$ cat config.mk
export PLATFORM = sky130hd
export DESIGN_NAME = lru_page_replacement
export DESIGN_NICKNAME = d
export VERILOG_FILES = /design/src/hw/rtl/lru_pkg.sv /design/src/hw/rtl/lru_ctrl.sv /design/src/hw/rtl/lru_dp.sv /design/src/hw/rtl/lru_page_replacement.sv
export VERILOG_INCLUDE_DIRS = /design/src /design/src/hw/rtl
export SDC_FILE = /design/constraint.sdc
export NUM_CORES = 1
export LEC_CHECK = 0
export BUFFER_PORTS_ARGS = -buffer_cell sky130_fd_sc_hd__buf_2
export CAP_MARGIN = 15
export CELL_PAD_IN_SITES_DETAIL_PLACEMENT = 1
export CELL_PAD_IN_SITES_GLOBAL_PLACEMENT = 1
export CORE_UTILIZATION = 45
export DETAILED_ROUTE_END_ITERATION = 10
export GPL_TIMING_DRIVEN = 0
export PLACE_DENSITY = 0.7
export SLEW_MARGIN = 20
export SYNTH_ARGS = -nofsm -noshare
export SYNTH_HDL_FRONTEND = slang
export SYNTH_SLANG_ARGS = --single-unit
$ cat constraint.sdc
create_clock -name clk -period 3.2 [get_ports clk]
set_input_delay 0.64 -clock clk [delete_from_list [all_inputs] [get_ports clk]]
set_output_delay 0.64 -clock clk [all_outputs]
set_load 0.1 [all_outputs]
$ cat src/hw/rtl/assert_macros.svh
// assertion helpers, clocked on clk and disabled while rst_n is low
`ifndef ASSERT_MACROS_SVH
`define ASSERT_MACROS_SVH

// same-cycle implication
`define LRU_ASSERT_IMP(lbl, a, c) \
  lbl: assert property (@(posedge clk) disable iff (!rst_n) (a) |-> (c)) \
    else $error("lru assertion failed");

// next-cycle implication
`define LRU_ASSERT_NXT(lbl, a, c) \
  lbl: assert property (@(posedge clk) disable iff (!rst_n) (a) |=> (c)) \
    else $error("lru assertion failed");

`endif

$ cat src/hw/rtl/lru_pkg.sv
package lru_pkg;

  localparam int PAGE_W        = 4;
  localparam int MODE_W        = 2;
  localparam int CAP_W         = 5;
  localparam int NUM_PAGES_DEF = 16;
  localparam int IN_DATA_W     = 8;
  localparam int OUT_DATA_W    = 8;

  localparam logic [CAP_W-1:0] CAP_RESET = 5'd16;

  localparam logic [MODE_W-1:0] MODE_ACCESS = 2'd0;
  localparam logic [MODE_W-1:0] MODE_EVICT  = 2'd1;
  localparam logic [MODE_W-1:0] MODE_REMOVE = 2'd2;

  // controller to datapath
  typedef struct packed {
    logic capture;
    logic commit;
  } lru_cmd_t;

  typedef struct packed {
    logic                hit;
    logic                victim_valid;
    logic [PAGE_W-1:0]   victim_page;
    logic                removed;
  } lru_result_t;

endpackage

$ cat src/hw/rtl/lru_ctrl.sv
module lru_ctrl (
  input  logic              clk,
  input  logic              rst_n,
  input  logic              in_valid,
  output logic              in_ready,
  output logic              out_valid,
  input  logic              out_ready,
  output lru_pkg::lru_cmd_t cmd
);
  import lru_pkg::*;

  typedef enum logic {
    S_IDLE,
    S_EXEC
  } state_t;

  state_t state_r, state_nxt;
  logic   out_valid_r, out_valid_nxt;

  assign in_ready    = (state_r == S_IDLE);
  assign cmd.capture = in_valid && in_ready;
  // update only once the output register is free
  assign cmd.commit  = (state_r == S_EXEC) && (!out_valid_r || out_ready);
  assign out_valid   = out_valid_r;

  always_comb begin
    state_nxt     = state_r;
    out_valid_nxt = out_valid_r;
    if (out_ready) begin
      out_valid_nxt = 1'b0;
    end
    case (state_r)
      S_IDLE: begin
        if (cmd.capture) begin
          state_nxt = S_EXEC;
        end
      end
      S_EXEC: begin
        if (cmd.commit) begin
          state_nxt     = S_IDLE;
          out_valid_nxt = 1'b1;
        end
      end
      default: begin
        state_nxt = S_IDLE;
      end
    endcase
  end

  always_ff @(posedge clk) begin
    if (!rst_n) begin
      state_r     <= S_IDLE;
      out_valid_r <= 1'b0;
    end else begin
      state_r     <= state_nxt;
      out_valid_r <= out_valid_nxt;
    end
  end

endmodule

$ cat src/hw/rtl/lru_dp.sv
module lru_dp #(
  parameter int NUM_PAGES = lru_pkg::NUM_PAGES_DEF
) (
  input  logic                       clk,
  input  logic                       rst_n,
  input  lru_pkg::lru_cmd_t          cmd,
  input  logic [lru_pkg::MODE_W-1:0] in_mode,
  input  logic [lru_pkg::PAGE_W-1:0] in_page,
  input  logic                       cfg_we,
  input  logic [lru_pkg::CAP_W-1:0]  cfg_cap,
  output lru_pkg::lru_result_t       result
);
  import lru_pkg::*;

  localparam int IDX_W = $clog2(NUM_PAGES);
  localparam int CNT_W = $clog2(NUM_PAGES + 1);
  localparam int CMP_W = (CNT_W > CAP_W) ? CNT_W : CAP_W;
  localparam int PRG_W = 7;

  // recency list, position 0 most recent
  logic [PAGE_W-1:0] order_r   [NUM_PAGES];
  logic [PAGE_W-1:0] order_nxt [NUM_PAGES];
  logic [CNT_W-1:0]  count_r, count_nxt;
  logic [CAP_W-1:0]  cap_r;

  // latched item and compare results
  logic [MODE_W-1:0]    mode_r;
  logic [PAGE_W-1:0]    page_r;
  logic                 pvalid_r;
  logic                 hit_r;
  logic [NUM_PAGES-1:0] le_r, ge_r;

  logic [NUM_PAGES-1:0] match, le, ge;
  lru_result_t          res_r, res_nxt;

  logic [CNT_W-1:0]  cntm1;
  logic [IDX_W-1:0]  lru_idx;
  logic [PAGE_W-1:0] lru_page;
  logic [CMP_W-1:0]  ecap;
  logic              full;

  // one-hot position compare; le marks positions at or past the match, ge up to it
  always_comb begin
    for (int i = 0; i < NUM_PAGES; i++) begin
      match[i] = (order_r[i] == in_page) && (CNT_W'(i) < count_r);
    end
    for (int i = 0; i < NUM_PAGES; i++) begin
      le[i] = 1'b0;
      ge[i] = 1'b0;
      for (int j = 0; j < NUM_PAGES; j++) begin
        if (j <= i) begin
          le[i] = le[i] | match[j];
        end
        if (j >= i) begin
          ge[i] = ge[i] | match[j];
        end
      end
    end
  end

  assign cntm1    = count_r - CNT_W'(1);
  assign lru_idx  = cntm1[IDX_W-1:0];
  assign lru_page = order_r[lru_idx];

  always_comb begin
    ecap = CMP_W'(cap_r);
    if (cap_r == '0) begin
      ecap = CMP_W'(1);
    end else if (CMP_W'(cap_r) > CMP_W'(NUM_PAGES)) begin
      ecap = CMP_W'(NUM_PAGES);
    end
  end

  assign full = (CMP_W'(count_r) >= ecap) && (count_r != '0);

  always_comb begin
    for (int i = 0; i < NUM_PAGES; i++) begin
      order_nxt[i] = order_r[i];
    end
    count_nxt = count_r;
    res_nxt   = '0;
    case (mode_r)
      MODE_ACCESS: begin
        if (pvalid_r) begin
          if (hit_r) begin
            res_nxt.hit = 1'b1;
            for (int i = 1; i < NUM_PAGES; i++) begin
              if (ge_r[i]) begin
                order_nxt[i] = order_r[i-1];
              end
            end
          end else begin
            if (full) begin
              res_nxt.victim_valid = 1'b1;
              res_nxt.victim_page  = lru_page;
            end else begin
              count_nxt = count_r + CNT_W'(1);
            end
            for (int i = 1; i < NUM_PAGES; i++) begin
              order_nxt[i] = order_r[i-1];
            end
          end
          order_nxt[0] = page_r;
        end
      end
      MODE_EVICT: begin
        if (count_r != '0) begin
          res_nxt.victim_valid = 1'b1;
          res_nxt.victim_page  = lru_page;
          count_nxt            = cntm1;
        end
      end
      MODE_REMOVE: begin
        if (pvalid_r && hit_r) begin
          res_nxt.removed = 1'b1;
          count_nxt       = cntm1;
          for (int i = 0; i < NUM_PAGES - 1; i++) begin
            if (le_r[i]) begin
              order_nxt[i] = order_r[i+1];
            end
          end
        end
      end
      default: begin
        res_nxt = '0;
      end
    endcase
  end

  always_ff @(posedge clk) begin
    if (!rst_n) begin
      count_r <= '0;
      cap_r   <= CAP_RESET;
    end else begin
      if (cfg_we) begin
        cap_r <= cfg_cap;
      end
      if (cmd.commit) begin
        count_r <= count_nxt;
      end
    end
  end

  always_ff @(posedge clk) begin
    if (cmd.capture) begin
      mode_r   <= in_mode;
      page_r   <= in_page;
      pvalid_r <= (PRG_W'(in_page) < PRG_W'(NUM_PAGES));
      hit_r    <= |match;
      le_r     <= le;
      ge_r     <= ge;
    end
    if (cmd.commit) begin
      res_r <= res_nxt;
      for (int i = 0; i < NUM_PAGES; i++) begin
        order_r[i] <= order_nxt[i];
      end
    end
  end

  assign result = res_r;

endmodule

$ cat src/hw/rtl/lru_page_replacement.sv
// the accepted item is latched with its compare results, and the result is registered
//   when the update commits; no new item is taken until that commit, since the compare on
//   the recency list is followed by the shift-update of that same list
// a stalled output holds the next item in the compare register until it drains
// reset: synchronous active-low; list empty, capacity 16, no clearing pass
module lru_page_replacement #(
  parameter int NUM_PAGES = lru_pkg::NUM_PAGES_DEF
) (
  input  logic                           clk,
  input  logic                           rst_n,
  // input channel
  input  logic                           in_tvalid,
  output logic                           in_tready,
  input  logic [lru_pkg::IN_DATA_W-1:0]  in_tdata,   // [3:0] page, [7:4] zero
  input  logic [lru_pkg::MODE_W-1:0]     in_tuser,   // [1:0] mode
  // result channel
  output logic                           out_tvalid,
  input  logic                           out_tready,
  output logic [lru_pkg::OUT_DATA_W-1:0] out_tdata,  // [0] hit, [1] victim_valid,
                                                     // [5:2] victim_page, [6] removed,
                                                     // [7] zero
  // capacity register write
  input  logic                           cfg_valid,
  output logic                           cfg_ready,
  input  logic [lru_pkg::CAP_W-1:0]      cfg_data
);
  import lru_pkg::*;

  `include "assert_macros.svh"

  lru_cmd_t    cmd;
  lru_result_t result;

  // capacity writes are always taken
  assign cfg_ready = 1'b1;

  lru_ctrl u_ctrl (
    .clk       (clk),
    .rst_n     (rst_n),
    .in_valid  (in_tvalid),
    .in_ready  (in_tready),
    .out_valid (out_tvalid),
    .out_ready (out_tready),
    .cmd       (cmd)
  );

  lru_dp #(
    .NUM_PAGES (NUM_PAGES)
  ) u_dp (
    .clk     (clk),
    .rst_n   (rst_n),
    .cmd     (cmd),
    .in_mode (in_tuser),
    .in_page (in_tdata[PAGE_W-1:0]),
    .cfg_we  (cfg_valid && cfg_ready),
    .cfg_cap (cfg_data),
    .result  (result)
  );

  assign out_tdata = {1'b0, result.removed, result.victim_page,
                      result.victim_valid, result.hit};

  // one item in flight: no accept right after an accept
  `LRU_ASSERT_NXT(a_one_in_flight, in_tvalid && in_tready, !in_tready)
  // victim page reads zero when no page was evicted
  `LRU_ASSERT_IMP(a_victim_zero, out_tvalid && !out_tdata[1], out_tdata[5:2] == 4'd0)
  // hit and removed never come from the same item
  `LRU_ASSERT_IMP(a_hit_or_removed, out_tvalid, !(out_tdata[0] && out_tdata[6]))
  // a remove never reports a victim
  `LRU_ASSERT_IMP(a_remove_no_victim, out_tvalid && out_tdata[6], !out_tdata[1])

endmodule

# Yosys cells after proc, flatten, opt, wreduce, memory -nomap -nowiden
# Memories as Yosys holds them, arrays and structs flattened.
# Cells that the tools add are included.
# classes
n_mux	54
addsub	2
n_reduce_logical	27
n_lt_le_gt_ge	18
eq_ne	22
bitwise	121
# op_table
op	count
$mux 4	31
$mux 60	2
$or 1x1->1	120
$pmux 60 s2	1
$eq 4x4->1	16
$mux 5	9
$lt 4x5->1 const A	8
$lt 3x5->1 const A	4
$logic_and 1x1->1	19
$reduce_or 16->1	1
$pmux 5 s3	1
$lt 1x5->1 const A	2
$lt 2x5->1 const A	2
$pmux 5 s2	1
$mux 1	8
$reduce_and 6->1	1
$add 5x1->5 const B	1
$ge 5x5->1	1
$gt 5x5->1 const B	1
$logic_not 5->1	1
$reduce_bool 5->1	1
$sub 5x1->5 const B	1
$ne 2x1->1 const B	2
$ne 2x2->1 const B	2
8 further kinds	8
# totals
inputBits	20
reg_bits	57
memories	1
out_inout_bits	11
wordCells	258
ramBits	64
# mem_list
memory	words	word_bits	rd	rd_ports_with_merged_regs	write_ports	line_no	text
u_dp.order_r	16	4	17	0	16	lru_dp.sv:21	logic [PAGE_W-1:0] order_r [NUM_PAGES];

# Depth between registers and ports, before layout
# An unclocked memory read counts as a cell.
# depth
ltp_word	18
ltp_mapped	10
mapped_depth_nobuf	10

# Hierarchy
# From an unflattened synthesis, not the netlist that was laid out.
# hier_totals
cells_unflattened	525
hier_area_um2	6675.2
# by_module_without_submodules
mod	area_per_inst_um2	cells_each	seq_area_each_um2	instances
lru_dp	6567.5	512	3443.3	1
lru_ctrl	85.1	9	40.0	1
lru_page_replacement	22.5	4	0.0	1

# Worst setup path before layout
# No wires, ideal clock.
# synth_path
path_kind	input to register
startpoint	input port in_tvalid
endpoint	register u_dp.ge_r[10], enable pin
stages	1
setup_time_ns	0.436
t_arrival_ns	2.301
required_time_ns	2.764
setup_slack_ns	0.463
path_buffers	0
path_cell_list	nor2b_1
# synth_between
elab_chain_len	1
# synth_rtl
element	line_no	text
start, declared	lru_page_replacement.sv:12	input logic in_tvalid,
$logic_and 1x1->1	lru_ctrl.sv:21	assign cmd.capture = in_valid && in_ready;
end signal, assigned	lru_dp.sv:151	ge_r <= ge;
end, declared	lru_dp.sv:31	logic [NUM_PAGES-1:0] le_r, ge_r;
# Every way passes these cells.
# A chain may end at the register's enable or synchronous reset.

==> results.md <==
* Syn Std Cell Area at just under 7000 sq um
* Hold_ws at ~390 ps
* Max clock buf depth at 2
* Clock transition at path regs at around 50 ps
* R2r startpoint: u_dp.mode_r[0]
* Mapped Cells at 528
* Avg Cell Area, Syn at about 13 sq um
* Synth Register Bits at 120
* Cell-by-cell trace of the critical path: inv_1 -> ha_2 -> inv_1 -> nor2_1 -> o21ai_1 -> clkbuf_1 -> nor2_1
* Failing checks: design-rule violations
* Die X at 125 um
* Largest net degree at the start of global routing at 27
* TritonCTS clock tree: yes
* Routed wire per std cell at 23.7 um
* Share of cells above drive strength 1 at ~28%
* Worst slack, placed at -72.2 ps
* Met3 WL at ~740 um
* Worst Skew at around 10 ps
* Synth unique cells at 60
* Metal2 WL at 8960 um
* Clock buffer count from CTS at 17
* # IOs at 31
* WP data arrival at 2890 ps
* Top sig layer: met4
* Max cap viols at 0
* Clock Sinks at 120
* Worst reg-to-reg path cell count at 7
* Fmax at 0.353 GHz
* Fin. Hold Viols at 0
* ANT cells at 0
* Post-CTS Hold Buffers at 0
* Number of flops mapped to enable cells by yosys at approximately 110
* Slowest-stage cell, CP: nor2_1
* Synth Flop Type: edfxtp_1
* Flop2flop setup slack at 370 ps
* Full die area at 15,600 sq um
* CP delay by family, top: simple AND/OR/NAND/NOR gates
* Placed inst area at 7170 sq um
* Area grow syn2layout at 14.2%
* Combinational Power Share at 14.7%
* Switch share at about a quarter
* HPWL after detailed placement at 13,500 um
* Startpoint types: flip-flop
* Remaining DRCs at 2
* RSZ-0062 raised after global routing: false
* PD cells at a little under 600 nW/um^2
* Worst skew pair latency at 430 ps
* DR vias at 4,436
* Worst r2r dst: u_dp.order_r[6][2]
* Run status: finished with violations
* Total Power at around 4500 uW
* CTS root buffer: clkbuf_16
* Seq/Total Area, Yosys at 51.3%
* Slew Limit Fails at 0
* Final instance area at 7750 sq um
* Met1 wire length at 7710 um
* Antenna violations before repair at 0
* Die span in y at 125 um
* Antenna-violating nets left at 0
* Max IR drop VDD at 0.000502 V
* Tcrit/Tclk final at 88.6%
* Setup Buffers After CTS at 0
* Vias in the first global route at between 4,000 and 5,000
* Final worst setup slack at 366 ps
* Gpl congestion at between 0.8 and 0.9
* CP Data Required Time at 3260 ps
* Critical path class: reg -> reg
* Fin nets at roughly 600
* Seq pwr share at 41.4%
* Grt ovf at 0
* DR vias/cell at 5.81
* WHS Path Cells at 1
* Core Box Area at between 10,000 and 15,000 sq um
* Worst Path Buf+Inv at 3
* P_int at ~3300 uW
* P_sw at between 1000 and 1500 uW
* Net Count, Synth at 561
* Setup TNS at 0 ps
* Proportion of power drawn by the clock network at between 40 and 50%
* Worst Path Max Fanout at 10
* DRT Wirelength at 18,100 um
* Drt pass-1 iters at 7
* Worst-Margin Slew at roughly 780 ps
* Hold endpoint: u_dp.mode_r[1]
* H-tree depth at 4
* Setup violators final at 0
* Hold wc startpoint: in_tuser[1]
* CP max stage delay at 530 ps
* DRT iter0 DRCs at just over 200
* Post-CTS resize count at 0
* Tot GR Track Use at 25.0%
* Starting Density at 46.3%
* Yosys warns at 0
* Row count at 44
* HP Class: in -> reg
* CP endpoint kind: flip-flop
* Port Buffers at 23
* Crit path time final at between 2000 and 3000 ps
* Leakage at a little under 0.003 uW
* Ys async rst share at 0%
* Rel. slew slack at 48.2%
* Global-route wire length before repair at 28,600 um
[flip-flops by register name, indices dropped and copies added (netlist names)]
signal / flops
u_dp.hit_r: 1
u_dp.count_r: 5
u_dp.mode_r: 2
u_ctrl.state_r: 1
u_dp.le_r: 15
u_ctrl.out_valid: 1
u_dp.result: 7
u_dp.order_r: 64
u_dp.ge_r: 15
u_dp.cap_r: 5
u_dp.page_r: 4
[how the worst max path moves through the flow]
| stage | startpoint | to | slack, ps | depth (start not counted) |
|---|---|---|---|---|
| after floorplan | in_tvalid | u_dp.ge_r[10] | 460 | 1 |
| after global placement | in_tvalid | u_dp.page_r[1] | -340 | 2 |
| after detailed placement | u_dp.mode_r[0] | u_dp.order_r[7][1] | -70 | 8 |
| after CTS | u_dp.mode_r[0] | u_dp.order_r[7][0] | 70 | 7 |
| after global routing | u_dp.mode_r[0] | u_dp.order_r[4][2] | 190 | 7 |
| final | u_dp.mode_r[0] | u_dp.order_r[6][2] | 370 | 7 |
[layer usage]
metal,up-vias,track usage (%)
met5,-,0
met4,0,11.8
met3,37,5.28
met2,123,41.1
met1,2251,31.5
li1,2025,-
[power by group through the flow]
stage | registers (uW) | clock network, uW | logic [uW]
6_report | 1850 | 1960 | 659
5_1_grt | 1860 | 2060 | 708
4_1_cts | 1850 | 2000 | 660
3_5_place_dp | 1890 | 0 | 654
3_3_place_gp | 1880 | 0 | 624
2_1_floorplan | 1910 | 0 | 448
[placed cells by master, fill, tap and decap left out, types with 8 or more instances in the layout]
master,count
a21oi_1,8
buf_2,27
clkbuf_1,13
clkbuf_16,17
dfxtp_1,12
edfxtp_1,108
ha_1,12
inv_1,21
mux2_2,60
mux2i_1,13
mux4_2,16
nand2_1,33
nand3_1,12
nand4_1,9
nor2_1,24
o21ai_0,11
o22ai_1,14
xnor2_1,28
xor2_1,37
[cells by family after synthesis]
kind of cell	after synthesis	synth area share [%]
xor gates and xnor gates	65	8.39
and+or+nand+nor	127	10.3
adders and majority gates	13	2.40
muxes	89	17.2
AOI/OAI and AO/OA	57	5.88
DFF	120	51.3
other	2	0.111
buffers and inverters	55	4.44
[metrics by stage]
step / utilization (%) / instances
after floorplan: - / 528
final: 52.9 / 764
after CTS: 52.9 / 765
after global placement: 48.7 / 735
after detailed placement: 48.9 / 736
after global routing: 52.9 / 764
[cell type report]
type	count	area, sq um
Buffer	32	215
Clock buffer	19	433
Clock inverter	11	156
Fill cell	1461	6890
Inverter	21	78.8
Multi-Input combinational cell	353	3010
Sequential cell	120	3480
Tap cell	184	230
Timing Repair Buffer	24	143
[cell usage after synthesis, types with 3 or more instances]
| cell type | count | share of area [%] |
|---|---|---|
| buf_6 | 7 | 1.2 |
| clkbuf_1 | 12 | 0.66 |
| xor2_1 | 37 | 4.8 |
| o21ai_0 | 11 | 0.81 |
| buf_4 | 7 | 0.77 |
| edfxtp_1 | 108 | 48 |
| nand2_1 | 33 | 1.8 |
| nor2b_1 | 6 | 0.55 |
| a21boi_1 | 3 | 0.33 |
| mux4_2 | 16 | 5.3 |
| nand3_1 | 12 | 0.88 |
| and3_1 | 4 | 0.37 |
| xnor2_1 | 28 | 3.6 |
| dfxtp_1 | 12 | 3.5 |
| nor3_1 | 7 | 0.52 |
| mux2i_1 | 13 | 1.9 |
| and2_1 | 7 | 0.65 |
| inv_1 | 21 | 1.2 |
| mux2_2 | 60 | 10 |
| a31oi_1 | 4 | 0.37 |
| o22ai_1 | 14 | 1.3 |
| buf_2 | 4 | 0.29 |
| o21ai_1 | 3 | 0.22 |
| nand4_1 | 9 | 0.83 |
| or3_1 | 4 | 0.37 |
| nor2_1 | 24 | 1.3 |
| nor4_1 | 4 | 0.37 |
| a21oi_1 | 8 | 0.59 |
| ha_1 | 13 | 2.4 |
No activity file was read; power rests on OpenSTA's default activity.
